`config.mk`:
```
export PLATFORM = sky130hd
export DESIGN_NAME = rgb_to_display_pixel_convert
export DESIGN_NICKNAME = d
export VERILOG_FILES = /design/src/design/rgbdp_pkg.sv /design/src/design/rgb_to_display_pixel_convert.sv
export SDC_FILE = /design/constraint.sdc
export NUM_CORES = 1
export LEC_CHECK = 0
export BUFFER_PORTS_ARGS = -buffer_cell sky130_fd_sc_hd__buf_4
export CAP_MARGIN = 20
export CELL_PAD_IN_SITES_DETAIL_PLACEMENT = 0
export CELL_PAD_IN_SITES_GLOBAL_PLACEMENT = 1
export CORE_AREA = 2 2 197 199
export DETAILED_ROUTE_END_ITERATION = 6
export DIE_AREA = 0 0 199 201
export GPL_TIMING_DRIVEN = 1
export PLACE_DENSITY = 0.74
export SYNTH_ARGS = -nofsm -noshare
export SYNTH_HDL_FRONTEND = slang
export SYNTH_SLANG_ARGS = --single-unit
```
`constraint.sdc`:
```
create_clock -name clk -period 11.9 [get_ports clk]
set_input_delay 0.595 -clock clk [delete_from_list [all_inputs] [get_ports clk]]
set_output_delay 0.595 -clock clk [all_outputs]
set_load 0.05 [all_outputs]
```
`src/design/rgbdp_pkg.sv`:
```
// Shared types and constants for the RGB to display pixel converter.
package rgbdp_pkg;

	typedef struct packed {
		logic [7:0] red;
		logic [7:0] green;
		logic [7:0] blue;
		logic [6:0] alpha;
		logic       alpha_present;
	} pixel_in_t;

	typedef struct packed {
		logic        premultiplied;
		logic [6:0]  alpha_out;
		logic [23:0] pixel;
	} pixel_out_t;

	localparam int unsigned ADDR_W = 3;
	localparam int unsigned DATA_W = 32;
	localparam int unsigned BPP_W  = 6;

	// register index = paddr[2]
	localparam logic REG_BPP    = 1'b0;
	localparam logic REG_LAYOUT = 1'b1;

	localparam logic [BPP_W-1:0] BPP_RESET = 6'd16;

	localparam logic [BPP_W-1:0] BPP_PASS  = 6'd0;
	localparam logic [BPP_W-1:0] BPP_MONO  = 6'd1;
	localparam logic [BPP_W-1:0] BPP_GREY_LO = 6'd2;
	localparam logic [BPP_W-1:0] BPP_GREY_HI = 6'd7;
	localparam logic [BPP_W-1:0] BPP_8     = 6'd8;
	localparam logic [BPP_W-1:0] BPP_12    = 6'd12;
	localparam logic [BPP_W-1:0] BPP_15    = 6'd15;
	localparam logic [BPP_W-1:0] BPP_16    = 6'd16;

	localparam logic LAYOUT_233 = 1'b0;
	localparam logic LAYOUT_222 = 1'b1;

	localparam logic [9:0] MONO_THRESHOLD = 10'd382;

	// floor(x / 765) == (x * GREY_RECIP) >> GREY_SHIFT for every x < 100859,
	// which covers the largest grey product 765 * 127
	localparam logic [19:0] GREY_RECIP = 20'd701799;
	localparam int unsigned GREY_SHIFT = 29;

endpackage

```
`src/design/rgb_to_display_pixel_convert.sv`:
```
// Top level: RGB color to display pixel word converter.

// Takes one color request per clock unless in_stall holds it off. The request is
// captured in an input register, converted by a single pass of combinational
// logic (three 8x7 premultiply products, or a 17x20 reciprocal product for the
// grey levels) and held in a result register, from which the pixel word is
// presented. Throughput is one request per cycle while out_stall is low;
// out_stall backs up into in_stall only when both registers are full. With alpha
// present the channels are premultiplied and the flag set, whatever the depth.
// bits_per_pixel (offset 0x0, reset 16) and eight_bit_layout (offset 0x4,
// reset 0) must be written only while no request is in flight.
module rgb_to_display_pixel_convert (
	input  logic                                clk,
	input  logic                                arst_n,
	input  logic                                in_valid,
	output logic                                in_stall,
	input  rgbdp_pkg::pixel_in_t                in_data,
	output logic                                out_valid,
	input  logic                                out_stall,
	output rgbdp_pkg::pixel_out_t               out_data,
	input  logic                                psel,
	input  logic                                penable,
	input  logic                                pwrite,
	input  logic [rgbdp_pkg::ADDR_W-1:0]        paddr,
	input  logic [rgbdp_pkg::DATA_W-1:0]        pwdata,
	output logic [rgbdp_pkg::DATA_W-1:0]        prdata,
	output logic                                pready
);

	logic [rgbdp_pkg::BPP_W-1:0] bpp_q;
	logic                        layout_q;

	rgbdp_pkg::pixel_in_t  data_s1;
	logic                  valid_s1;
	rgbdp_pkg::pixel_out_t data_s2;
	logic                  valid_s2;
	rgbdp_pkg::pixel_out_t result;

	logic load_s2;
	logic load_s1;

	logic [9:0]  sum;
	logic [16:0] grey_x;
	logic [36:0] grey_prod;
	logic [14:0] prod_r;
	logic [14:0] prod_g;
	logic [14:0] prod_b;
	logic [23:0] opaque;
	logic [23:0] passthru;

	// config port
	assign pready = 1'b1;

	always_ff @(posedge clk or negedge arst_n) begin
		if (!arst_n) begin
			bpp_q    <= rgbdp_pkg::BPP_RESET;
			layout_q <= rgbdp_pkg::LAYOUT_233;
		end else if (psel && penable && pwrite) begin
			case (paddr[2])
				rgbdp_pkg::REG_BPP:    bpp_q    <= pwdata[rgbdp_pkg::BPP_W-1:0];
				rgbdp_pkg::REG_LAYOUT: layout_q <= pwdata[0];
				default: ;
			endcase
		end
	end

	always_comb begin
		case (paddr[2])
			rgbdp_pkg::REG_BPP:
				prdata = {{(rgbdp_pkg::DATA_W-rgbdp_pkg::BPP_W){1'b0}}, bpp_q};
			rgbdp_pkg::REG_LAYOUT:
				prdata = {{(rgbdp_pkg::DATA_W-1){1'b0}}, layout_q};
			default:
				prdata = '0;
		endcase
	end

	// pipeline control
	assign load_s2  = !valid_s2 || !out_stall;
	assign load_s1  = !valid_s1 || load_s2;
	assign in_stall = !load_s1;

	always_ff @(posedge clk or negedge arst_n) begin
		if (!arst_n) begin
			valid_s1 <= 1'b0;
			valid_s2 <= 1'b0;
		end else begin
			if (load_s1)
				valid_s1 <= in_valid;
			if (load_s2)
				valid_s2 <= valid_s1;
		end
	end

	always_ff @(posedge clk) begin
		if (load_s1 && in_valid)
			data_s1 <= in_data;
		if (load_s2 && valid_s1)
			data_s2 <= result;
	end

	// conversion
	assign sum = 10'(data_s1.red) + 10'(data_s1.green) + 10'(data_s1.blue);
	// sum * (2^depth - 1) as shift and subtract
	assign grey_x = (17'(sum) << bpp_q[2:0]) - 17'(sum);
	assign grey_prod = 37'(grey_x) * 37'(rgbdp_pkg::GREY_RECIP);

	assign prod_r = 15'(data_s1.red)   * 15'(data_s1.alpha);
	assign prod_g = 15'(data_s1.green) * 15'(data_s1.alpha);
	assign prod_b = 15'(data_s1.blue)  * 15'(data_s1.alpha);

	assign passthru = {data_s1.red, data_s1.green, data_s1.blue};

	always_comb begin
		case (bpp_q) inside
			rgbdp_pkg::BPP_MONO:
				opaque = {23'd0, (sum >= rgbdp_pkg::MONO_THRESHOLD)};
			[rgbdp_pkg::BPP_GREY_LO:rgbdp_pkg::BPP_GREY_HI]:
				opaque = {17'd0, grey_prod[rgbdp_pkg::GREY_SHIFT+6:rgbdp_pkg::GREY_SHIFT]};
			rgbdp_pkg::BPP_8:
				if (layout_q == rgbdp_pkg::LAYOUT_222)
					opaque = {18'd0, data_s1.red[7:6], data_s1.green[7:6],
						data_s1.blue[7:6]};
				else
					opaque = {16'd0, data_s1.red[7:6], data_s1.green[7:5],
						data_s1.blue[7:5]};
			rgbdp_pkg::BPP_16:
				opaque = {8'd0, data_s1.red[7:3], data_s1.green[7:2], data_s1.blue[7:3]};
			rgbdp_pkg::BPP_15:
				opaque = {9'd0, data_s1.red[7:3], data_s1.green[7:3], data_s1.blue[7:3]};
			rgbdp_pkg::BPP_12:
				opaque = {12'd0, data_s1.red[7:4], data_s1.green[7:4], data_s1.blue[7:4]};
			default:
				opaque = passthru;
		endcase
	end

	always_comb begin
		if (data_s1.alpha_present) begin
			result.premultiplied = 1'b1;
			result.alpha_out     = data_s1.alpha;
			result.pixel         = {prod_r[14:7], prod_g[14:7], prod_b[14:7]};
		end else begin
			result.premultiplied = 1'b0;
			result.alpha_out     = 7'd0;
			result.pixel         = opaque;
		end
	end

	assign out_valid = valid_s2;
	assign out_data  = data_s2;

endmodule
```
======== Yosys cells after proc, flatten, opt, wreduce, memory -nomap -nowiden ========
Index checks and enable logic that the tools add are counted.
operators by class
  order comparisons ....................... 3
  multiply operators ...................... 4
  reduce and logical (&&, ||, !) cells .... 13
  add/subtract/negate cells ............... 3
  bitwise logic cells ..................... 1
  equal/unequal tests ..................... 5
  muxes and demuxes ....................... 9
  shifts and indexed selects .............. 1
operator list
  operator                                                                count
  24-bit two-way mux                                                      6
  32-bit case mux with 2 select lines                                     1
  8-bit by 7-bit multiplier with 15-bit output                            3
  17-bit by 20-bit multiplier with 36-bit output, second input constant   1
  32-bit two-way mux                                                      1
  6-bit by 4-bit equality test with 1-bit output, second input constant   3
  10-bit by 3-bit << shifter with 17-bit output                           1
  17-bit by 10-bit subtractor with 17-bit output                          1
  9-bit by 8-bit adder with 10-bit output                                 1
  10-bit by 9-bit >= comparator with 1-bit output, second input constant  1
  8-bit by 8-bit adder with 9-bit output                                  1
  8-bit two-way mux                                                       1
  6-bit by 1-bit equality test with 1-bit output, second input constant   1
  6-bit by 5-bit equality test with 1-bit output, second input constant   1
  6-bit by 2-bit >= comparator with 1-bit output, second input constant   1
  6-bit by 3-bit <= comparator with 1-bit output, second input constant   1
  1-bit logical AND                                                       5
  1-bit zero test                                                         4
  2-bit AND reduction                                                     2
  1-bit logical OR                                                        2
  1-bit NOT                                                               1
word-level totals
  bits in registers ....................... 73
  logic and storage cells ................. 51

======== Logic depth before layout (Yosys ltp) ========
Gate-level depths: netlist (run 1).
  depth after elaboration ................. 8
  mapped depth ............................ 44
  mapped depth without buffers ............ 43

======== Worst setup path before layout (run 1) ========
No wires, ideal clock.
  path kind ............................... register -> register
  start ................................... register data_s1[9] (netlist name)
  end ..................................... register data_s2 (netlist bit out_data[6]), data pin
  data required time ...................... 11635 ps
  arrival ................................. 10521 ps
  path slack .............................. 1114 ps
  stages on the path, launching flop included .. 43
  path buffers ............................ 1
  cell sequence ........................... edfxtp_1 > clkbuf_1 > inv_1 > fa_1 > inv_1 > ha_1 > fa_1 > a211o_1 > a2111oi_0 > nor3_2 > o211ai_1 > nand2_1 > and3_1 > a21oi_1 > ha_1 > a21oi_1 > o21a_1 > a31oi_1 > (+7 left out) > inv_1 > fa_1 > fa_1 > inv_1 > fa_1 > fa_1 > inv_1 > fa_1 > inv_1 > ha_1 > a2111oi_0 > a311oi_1 > a2111oi_0 > o31ai_1 > o41ai_1 > xnor2_1 > xnor2_1 > o221ai_2
RTL lines
  element                 line                                source
  from (decl)             rgb_to_display_pixel_convert.sv:33  rgbdp_pkg::pixel_in_t data_s1;
  from (signal assigned)  rgb_to_display_pixel_convert.sv:97  data_s1 <= in_data;
  to (signal assigned)    rgb_to_display_pixel_convert.sv:99  data_s2 <= result;
  to (decl)               rgb_to_display_pixel_convert.sv:35  rgbdp_pkg::pixel_out_t data_s2;

==> impl_metrics.env, run 1 <==
export IMPL_outcome="completed"
export IMPL_use_met1_pct=29.3
export IMPL_die_width_um=199
export IMPL_yosys_register_bits=73
export IMPL_grt_antenna_before_repair=0
export IMPL_worstSetupPathType="reg -> reg"
export IMPL_synth_top_cells_by_count="inv_1, ha_1, fa_1"
export IMPL_cpMaxStageDelayCell="edfxtp_1"
export IMPL_period_minus_slack_ps=11260
export IMPL_design_core_area_sq_um=38100
export IMPL_holdCritPathClass="in -> async"
export IMPL_fin_skew_ps=11.8
export IMPL_global_route_usage_met3_pct=2.70
export IMPL_synth_top_cells_by_area="fa_1, ha_1, edfxtp_1, inv_1, nand2_1"
export IMPL_cpPeakStageDelay_ps=550
export IMPL_gpl_final_weighted_congestion=0.882
export IMPL_htree_levels=3
export IMPL_fmax_mhz=88.8
export IMPL_first_pass_grt_wire_length_um=62300
export IMPL_cts_root_buffer="clkbuf_16"
export IMPL_async_flop_share_pct=12.3
export IMPL_ratio_of_final_minimum_period_to_clock_period_pct=94.7
export IMPL_hold_violations=0
export IMPL_drv_max_cap_violation_count=0
export IMPL_cts_sinks=73
export IMPL_layout_cell_area_non_filler_sq_um=16900
export IMPL_globalRouteOverflowTotal=0
export IMPL_met2_global_route_usage_pct=31.2
export IMPL_dr_total_vias=11180
export IMPL_detail_route_antenna_nets=0
export IMPL_n_fill_cell=3679
export IMPL_netlist_cell_type_count=64
export IMPL_detailedRoute_firstPassIterationCount=5
export IMPL_timing_critical_path_buf_inv=8
export IMPL_numPortBuffers=85
export IMPL_layout_area_overhead_vs_synth_pct=10.6
export IMPL_number_of_antenna_repair_diodes=0
export IMPL_max_slew_worst_pin_slew_ps=956
export IMPL_fraction_of_layout_instances_using_a_drive_strength_above_1_pct=9.59
export IMPL_synthesis_area_sq_um=15300
export IMPL_yosys_warnings=0
export IMPL_worst_slack_ps=635
export IMPL_critical_path_peak_fanout=8
export IMPL_drt_initial_drc_count=645
export IMPL_finish_stage_setup_viols=0
export IMPL_syn_mean_instance_area_sq_um=9.34
export IMPL_floorplan_initialDensity_pct=40.1
export IMPL_cts_tree="built"
export IMPL_std_cell_rows=72
export IMPL_place_worst_setup_slack_ps=285
export IMPL_timing_final_max_slew_violations=0
export IMPL_crit_path_end_kind="register"
export IMPL_grt_use_total_pct=19.9
export IMPL_post_synth_top_area_cell="fa_1"
export IMPL_ys_flop_type="edfxtp_1"
export IMPL_clock_path_buffers=2
export IMPL_cp_data_arrival_time_ps=11380
export IMPL_number_of_synthesized_flops_with_an_enable_pin=64
export IMPL_syn_inst=1638
export IMPL_fp_dieH_um=201
export IMPL_numCtsBuffers=9
export IMPL_nNetsFinal=2259
export IMPL_clk_pin_slew_worst_paths_ps=70
export IMPL_seq_area_frac_synth_pct=14.0
export IMPL_ioPinCount=141
export IMPL_placedInstanceArea_sq_um=16600
export IMPL_post_cts_hold_buffer_count=0
export IMPL_worstSetupStartpointType="register"
export IMPL_maxSlewHeadroom_pct=36.3
export IMPL_postRouteWirelength_um=37400
export IMPL_number_of_global_route_vias_before_repair=11910
export IMPL_viasPerCell=4.99
export IMPL_route_detailed_wl_per_inst_um=16.7
export IMPL_most_instantiated_library_cell_after_synthesis="inv_1"
export IMPL_drt_drc_violations_left=0
export IMPL_grt_most_used_layer="met2"
export IMPL_crit_family="adder cells"
export IMPL_worstSkewPairLatency_ps=360
export IMPL_grt_start_max_net_pins=33
export IMPL_critical_path_required_ps=12010
export IMPL_yosysTopAreaCellShare_pct=28.5
export IMPL_die_area_sq_um=40000
export IMPL_path_common_cell="fa_1"
export IMPL_dp_final_hpwl_um=30600
timing repair:
action,4_1_cts,5_1_grt
resized for setup,0,9
setup endpoints to repair,0,6
setup buffers,0,1
cell usage in the layout, fill, tap and decap left out, types with 4 or more instances in the layout:
cell type / Yosys / final
inv_1: 359 / 359
ha_1: 251 / 251
fa_1: 218 / 218
nand2_1: 149 / 149
buf_4: 27 / 124
and2_1: 67 / 66
edfxtp_1: 64 / 64
nor2_1: 61 / 61
a21oi_1: 49 / 48
o21ai_0: 46 / 46
xnor2_1: 32 / 32
conb_1: 2 / 27
a21o_1: 21 / 21
a211oi_1: 21 / 20
xor2_1: 19 / 19
mux2i_1: 17 / 17
nor3_1: 15 / 15
nand3_1: 12 / 12
o211ai_1: 10 / 10
o22ai_1: 10 / 10
mux2_2: 9 / 9
nor2b_1: 9 / 9
clkbuf_16: 0 / 9
nand4_1: 8 / 8
a31oi_1: 8 / 8
dfrtp_1: 8 / 8
nand2b_1: 7 / 7
o21a_1: 7 / 7
o21bai_1: 6 / 6
a22o_1: 6 / 6
a211o_1: 6 / 6
and3_1: 4 / 4
state kept, by name (all words and copies together), names as in the netlist:
signal and flops:
out_valid 1, out_data 32, layout_q 1, bpp_q 6, data_s1 32, valid_s1 1
worst paths after layout:
path / startpoint / endpoint / slack, ps / cells past startpoint
max in group asynchronous: arst_n / bpp_q[4]$_DFFE_PN1P_ / 11630 / 1
min in group clk: in_data[6] / data_s1[6]$_DFFE_PP_ / 410 / 1
setup / recovery: data_s1[16]$_DFFE_PP_ / out_data[5]$_DFFE_PP_ / 640 / 42
hold reg to reg: valid_s1$_DFFE_PN0N_ / out_valid$_DFFE_PN0P_ / 510 / 1
hold / removal: arst_n / valid_s1$_DFFE_PN0N_ / 50 / 1
setup reg to reg: data_s1[16]$_DFFE_PP_ / out_data[5]$_DFFE_PP_ / 640 / 42
metal layers:
layer	up-vias	routed length [um]
met5	-	0
met3	30	1720
met1	5537	18400
met4	0	488
met2	236	16700
li1	5377	-
area by class of cell:
| cell class | instances | area, sq um | share of cell area (%) |
|---|---|---|---|
| multi-input cells | 1149 | 11500 | 68.2 |
| clock buffers | 9 | 225 | 1.33 |
| repair buffers | 124 | 931 | 5.50 |
| flip-flops and latches | 73 | 2150 | 12.7 |
| well taps | 518 | 648 | 3.83 |
| clock inverters | 7 | 85.1 | 0.503 |
| inverters | 359 | 1350 | 7.96 |
kinds of logic after synthesis:
family	share of synthesized area (%)
flops	14.0
compound gates	9.91
xor+xnor	2.92
other cells	0.0491
fa+ha+maj	49.1
simple gates	10.8
buf+inv	11.5
mux	1.77
stage by stage:
stage / setup TNS (ps) / instances / hold slack (ps) / util (%)
floorplan: 0 / 1663 / 299 / -
global placement: 0 / 2222 / 426 / 43.5
detailed placement: 0 / 2222 / 429 / 43.5
CTS: 0 / 2238 / 47.8 / 44.3
global route: -85.7 / 2239 / 49.6 / 44.4
finish: 0 / 2239 / 49.9 / 44.4
Power of run 1 is left out: the tool's default activity adds up to more than one toggle a clock period on the data nets, which glitch-free logic cannot reach.
==> run 2, diff against run 1 <==
--- a/config.mk
+++ b/config.mk
@@ -9,11 +9,11 @@
 export CAP_MARGIN = 20
 export CELL_PAD_IN_SITES_DETAIL_PLACEMENT = 0
 export CELL_PAD_IN_SITES_GLOBAL_PLACEMENT = 1
-export CORE_AREA = 2 2 197 199
+export CORE_AREA = 2 2 210 191
 export DETAILED_ROUTE_END_ITERATION = 6
-export DIE_AREA = 0 0 199 201
+export DIE_AREA = 0 0 212 193
 export GPL_TIMING_DRIVEN = 1
-export PLACE_DENSITY = 0.74
+export PLACE_DENSITY = 0.73
 export SYNTH_ARGS = -nofsm -noshare
 export SYNTH_HDL_FRONTEND = slang
 export SYNTH_SLANG_ARGS = --single-unit
==> run 2 against run 1 <==
Effect of this change: non-clock buffer count is the same; critical path depth fell by 3; via count up 0.52%; sequential share of layout area hardly changed; die area is 2.3% higher; maximum frequency down 0.48%; hold slack got worse by 0.99 ps; largest cell class unchanged.
==> impl_metrics.env, run 2 (synthesized netlist as in run 1, its figures left out) <==
export IMPL_max_slew_worst_pin_slew_ps=993
export IMPL_viasPerCell=4.99
export IMPL_cts_root_buffer="clkbuf_16"
export IMPL_timing_setup_tns_ps=0
export IMPL_floorplan_initialDensity_pct=39.3
export IMPL_cpMaxStageDelayCell="a2111oi_0"
export IMPL_worstSkewPairLatency_ps=360
export IMPL_post_cts_hold_buffer_count=0
export IMPL_dr_total_vias=11238
export IMPL_mostFrequentLayoutCell="inv_1"
export IMPL_first_pass_grt_wire_length_um=63100
export IMPL_crit_path_end_kind="register"
export IMPL_drt_initial_drc_count=637
export IMPL_hold_violations=0
export IMPL_worstSetupPathType="reg -> reg"
export IMPL_layout_area_overhead_vs_synth_pct=10.7
export IMPL_global_route_usage_met3_pct=2.83
export IMPL_grt_most_used_layer="met2"
export IMPL_grt_start_max_net_pins=33
export IMPL_gpl_final_weighted_congestion=0.890
export IMPL_final_cell_mix="inv_1, ha_1, fa_1"
export IMPL_clk_pin_slew_worst_paths_ps=60
export IMPL_timing_final_max_slew_violations=0
export IMPL_postRouteWirelength_um=38700
export IMPL_numCtsBuffers=9
export IMPL_number_of_global_route_vias_before_repair=11706
export IMPL_route_detailed_wl_per_inst_um=17.2
export IMPL_fin_skew_ps=10.7
export IMPL_grt_setup_unrepaired="false"
export IMPL_htree_levels=3
export IMPL_cpPeakStageDelay_ps=640
export IMPL_grt_use_total_pct=20.0
export IMPL_design_core_area_sq_um=38900
export IMPL_critical_path_peak_fanout=4
export IMPL_detail_route_antenna_nets=0
export IMPL_grt_antenna_before_repair=0
export IMPL_period_minus_slack_ps=11320
export IMPL_die_area_sq_um=40900
export IMPL_use_met1_pct=29.0
export IMPL_holdCritPathClass="in -> async"
export IMPL_cp_data_arrival_time_ps=11420
export IMPL_number_of_antenna_repair_diodes=0
export IMPL_finish_stage_setup_viols=0
export IMPL_ratio_of_final_minimum_period_to_clock_period_pct=95.1
export IMPL_numPortBuffers=85
export IMPL_fmax_mhz=88.4
export IMPL_outcome="completed"
export IMPL_detailedRoute_firstPassIterationCount=4
export IMPL_drt_drc_violations_left=0
export IMPL_cts_sinks=73
export IMPL_std_cell_rows=69
export IMPL_globalRouteOverflowTotal=0
export IMPL_fraction_of_layout_instances_using_a_drive_strength_above_1_pct=9.41
export IMPL_dp_final_hpwl_um=32000
export IMPL_drv_max_cap_violation_count=0
export IMPL_worstSetupStartpointType="register"
export IMPL_clock_path_buffers=2
export IMPL_critical_path_required_ps=12000
export IMPL_ioPinCount=141
export IMPL_maxSlewHeadroom_pct=33.8
export IMPL_nNetsFinal=2259
export IMPL_cts_tree="built"
export IMPL_die_width_um=212
export IMPL_met2_global_route_usage_pct=31.5
export IMPL_fp_dieH_um=193
run 2: through the flow:
stage | hold slack (ps) | setup slack, ps | cell area (sq um) | util, % | std cells
2_1_floorplan | 299 | 1110 | 15400 | - | 1663
3_3_place_gp | 426 | 123 | 16600 | 42.6 | 2237
3_5_place_dp | 429 | 51.2 | 16600 | 42.6 | 2237
4_1_cts | 40.7 | 17.3 | 16900 | 43.4 | 2253
5_1_grt | 42.4 | 20.6 | 16900 | 43.5 | 2253
6_report | 48.9 | 581 | 16900 | 43.5 | 2253
run 2: worst max-delay path: cells and delay by family (launching register included):
family	cells	cell delay [ps]
compound gates	16	4610
xor+xnor	1	70
fa+ha+maj	11	4770
buf+inv	8	690
flops	1	430
simple gates	3	490
run 2: path summary, 6_finish.rpt:
check	to	slack (ps)	start	depth (start not counted)
min in group clk	data_s1[2]$_DFFE_PP_	410	in_data[2]	1
worst max register to register	out_data[5]$_DFFE_PP_	580	data_s1[10]$_DFFE_PP_	39
worst max-delay path	out_data[5]$_DFFE_PP_	580	data_s1[10]$_DFFE_PP_	39
worst min-delay path	out_valid$_DFFE_PN0P_	50	arst_n	1
max in group asynchronous	bpp_q[4]$_DFFE_PN1P_	11640	arst_n	1
worst min register to register	out_valid$_DFFE_PN0P_	490	valid_s1$_DFFE_PN0N_	1
run 2: cell type report:
type / instances / area [sq um]
multi-input cells: 1149 / 11500
flip-flops and latches: 73 / 2150
clock inverters: 4 / 31.3
fillers: 3799 / 22000
inverters: 359 / 1350
clock buffers: 12 / 279
repair buffers: 124 / 931
well taps: 532 / 666
run 2: repair_timing:
item / in CTS / in global routing
resized for setup: 0 / 8
setup buffers: 0 / 0
setup endpoints to repair: 0 / 6
run 2: per-layer routing:
metal,vias up,wire [um]
met4,0,728
met5,-,0
met2,243,17200
met3,34,1930
met1,5589,18800
li1,5372,-
Power of run 2 is left out for the same reason.
==> run 3, diff against run 2 <==
--- a/config.mk
+++ b/config.mk
@@ -5,15 +5,16 @@
 export SDC_FILE = /design/constraint.sdc
 export NUM_CORES = 1
 export LEC_CHECK = 0
+export ABC_AREA = 1
 export BUFFER_PORTS_ARGS = -buffer_cell sky130_fd_sc_hd__buf_4
 export CAP_MARGIN = 20
 export CELL_PAD_IN_SITES_DETAIL_PLACEMENT = 0
 export CELL_PAD_IN_SITES_GLOBAL_PLACEMENT = 1
-export CORE_AREA = 2 2 210 191
+export CORE_AREA = 2 2 261 160
 export DETAILED_ROUTE_END_ITERATION = 6
-export DIE_AREA = 0 0 212 193
+export DIE_AREA = 0 0 263 162
 export GPL_TIMING_DRIVEN = 1
-export PLACE_DENSITY = 0.73
+export PLACE_DENSITY = 0.75
 export SYNTH_ARGS = -nofsm -noshare
 export SYNTH_HDL_FRONTEND = slang
 export SYNTH_SLANG_ARGS = --single-unit
==> run 3 against run 2 <==
Effect of this change: maximum frequency increased by 8.1%; flip-flop and latch count unchanged; first-iteration DRC count increased by 60%; global-route usage increased by 2.1 points; critical endpoint unchanged; non-clock buffer count decreased by 21.
==> impl_metrics.env, run 3 <==
export IMPL_maxSlewHeadroom_pct=36.9
export IMPL_use_met1_pct=35.6
export IMPL_synth_adder_area_share_pct=47.1
export IMPL_timing_setup_tns_ps=0
export IMPL_fp_dieH_um=162
export IMPL_layout_area_overhead_vs_synth_pct=9.00
export IMPL_synth_top_cells_by_area="fa_1, ha_1, edfxtp_1, inv_1, nand2_1"
export IMPL_viasPerCell=4.98
export IMPL_clock_path_buffers=2
export IMPL_cts_tree="built"
export IMPL_placedInstanceArea_sq_um=17000
export IMPL_synth_compound_area_share_pct=8.22
export IMPL_cts_sinks=73
export IMPL_yosys_warnings=0
export IMPL_crit_reg2reg_launch="data_s1[9]$_DFFE_PP_"
export IMPL_post_synth_top_area_cell="fa_1"
export IMPL_grt_use_total_pct=22.1
export IMPL_first_pass_grt_wire_length_um=72100
export IMPL_numPortBuffers=85
export IMPL_grt_antenna_before_repair=0
export IMPL_most_instantiated_library_cell_after_synthesis="inv_1"
export IMPL_met2_global_route_usage_pct=27.8
export IMPL_drv_max_cap_violation_count=0
export IMPL_global_route_usage_met3_pct=7.31
export IMPL_synth_top_cells_by_count="inv_1, nand2_1, ha_1"
export IMPL_grt_most_used_layer="met1"
export IMPL_cp_data_arrival_time_ps=10580
export IMPL_finish_stage_setup_viols=0
export IMPL_floorplan_initialDensity_pct=39.8
export IMPL_timing_final_max_slew_violations=0
export IMPL_globalRouteOverflowTotal=0
export IMPL_seq_area_frac_synth_pct=13.5
export IMPL_outcome="completed"
export IMPL_worstSetupStartpointType="register"
export IMPL_drt_initial_drc_count=1022
export IMPL_grt_setup_unrepaired="false"
export IMPL_cpMaxStageDelayCell="edfxtp_1"
export IMPL_critical_path_peak_fanout=9
export IMPL_yosysTopAreaCellShare_pct=27.4
export IMPL_fmax_mhz=95.5
export IMPL_htree_levels=3
export IMPL_dp_final_hpwl_um=38200
export IMPL_dr_total_vias=12704
export IMPL_max_slew_worst_pin_slew_ps=944
export IMPL_period_minus_slack_ps=10470
export IMPL_layout_cell_area_non_filler_sq_um=17400
export IMPL_syn_mean_instance_area_sq_um=8.12
export IMPL_netlist_cell_type_count=55
export IMPL_postRouteWirelength_um=45500
export IMPL_worst_setup_path_endpoint="out_data[5]$_DFFE_PP_"
export IMPL_holdCritPathClass="in -> async"
export IMPL_cts_setup_buffers=0
export IMPL_rr_endpoint="out_data[5]$_DFFE_PP_"
export IMPL_syn_inst=1962
export IMPL_r2r_setup_slk_ps=1430
export IMPL_worstSkewPairLatency_ps=360
export IMPL_mostFrequentLayoutCell="inv_1"
export IMPL_clk_pin_slew_worst_paths_ps=70
export IMPL_number_of_synthesized_flops_with_an_enable_pin=64
export IMPL_number_of_antenna_repair_diodes=0
export IMPL_timing_reg2reg_worst_path_depth=43
export IMPL_fin_skew_ps=11.1
export IMPL_fraction_of_layout_instances_using_a_drive_strength_above_1_pct=7.62
export IMPL_cts_repair_resized=0
export IMPL_cts_root_buffer="clkbuf_16"
export IMPL_worstSetupPathType="reg -> reg"
export IMPL_route_detailed_wl_per_inst_um=17.8
export IMPL_synthXorXnorAreaFrac_pct=0.989
export IMPL_post_synth_mux_area_share_pct=0.0628
export IMPL_cpPeakStageDelay_ps=630
export IMPL_synth_top_family_by_area="adder cells"
export IMPL_hold_violations=0
export IMPL_std_cell_rows=57
export IMPL_async_flop_share_pct=12.3
export IMPL_drt_drc_violations_left=0
export IMPL_synthSimpleGateAreaFrac_pct=15.4
export IMPL_synthesis_area_sq_um=15900
export IMPL_numCtsBuffers=9
export IMPL_design_core_area_sq_um=40100
export IMPL_ratio_of_final_minimum_period_to_clock_period_pct=88.0
export IMPL_die_width_um=263
export IMPL_final_cell_mix="inv_1, nand2_1, ha_1"
export IMPL_critical_path_required_ps=12010
export IMPL_nNetsFinal=2558
export IMPL_detail_route_antenna_nets=0
export IMPL_number_of_global_route_vias_before_repair=12629
export IMPL_path_common_cell="nand2_1"
export IMPL_worstSetupStartpoint="data_s1[9]$_DFFE_PP_"
export IMPL_detailedRoute_firstPassIterationCount=5
export IMPL_yosys_register_bits=73
export IMPL_post_cts_hold_buffer_count=0
export IMPL_ys_flop_type="edfxtp_1"
export IMPL_ioPinCount=141
export IMPL_crit_path_end_kind="register"
export IMPL_grt_start_max_net_pins=33
export IMPL_gpl_final_weighted_congestion=0.933
export IMPL_die_area_sq_um=42600
run 3: cell count changes after synthesis, moves of 9 or more:
cell	previous run	this run
a211oi_1	21	4
a21o_1	21	4
a21oi_1	49	84
and2_1	67	0
inv_1	359	500
mux2_2	9	0
mux2i_1	17	1
nand2_1	149	378
nand3_1	12	60
nand3_2	0	10
nor2_1	61	76
nor2b_1	9	0
o21ai_0	46	79
xnor2_1	32	5
run 3: logic make-up (layout without fill, tap and decap cells):
logic type                 after synthesis  after routing
xor gates and xnor gates                18             18
other                                    2             27
AOI/OAI and AO/OA                      232            232
buffers and inverters                  592            625
and+or+nand+nor                        575            575
muxes                                    1              1
DFF                                     73             73
adders and majority gates              469            469
run 3: layer usage:
metal  vias up  part of all wire (%)
met1      6031                    52
li1       6139                     -
met5         -                     0
met3        34                    11
met2       500                    35
met4         0                   1.2
run 3: stage by stage:
step / instances / setup WS (ps) / hold slack (ps) / utilization (%)
2_1_floorplan: 1987 / 2960 / 299 / -
3_5_place_dp: 2534 / 1590 / 437 / 42.5
4_1_cts: 2550 / 1540 / 40.5 / 43.3
5_1_grt: 2551 / 583 / 48.3 / 43.3
6_report: 2551 / 1430 / 48.0 / 43.3
3_3_place_gp: 2534 / 1600 / 436 / 42.5
run 3: area by class of cell:
type	count	area (sq um)
Clock buffer	15	332
Clock inverter	1	8.76
Fill cell	4003	22700
Inverter	506	1900
Multi-Input combinational cell	1322	11500
Sequential cell	73	2150
Tap cell	531	664
Timing Repair Buffer	103	771
run 3: critical path, delay by kind of cell, from the launching register on:
kind / cells / cell delay [ps]
fa+ha+maj: 11 / 4970
buf+inv: 7 / 700
xor+xnor: 1 / 430
simple gates: 12 / 1110
compound gates: 12 / 2360
flops: 1 / 630
run 3: worst min path at each step:
stage               slack, ps    from                    end  cells past startpoint
detailed placement        440  arst_n  out_valid$_DFFE_PN0P_                      1
floorplan                 300  arst_n   bpp_q[0]$_DFFE_PN0P_                      0
CTS                        40  arst_n  out_valid$_DFFE_PN0P_                      1
finish                     50  arst_n  out_valid$_DFFE_PN0P_                      1
global placement          440  arst_n   valid_s1$_DFFE_PN0N_                      1
global route               50  arst_n   valid_s1$_DFFE_PN0N_                      1
Power of run 3 is left out for the same reason.
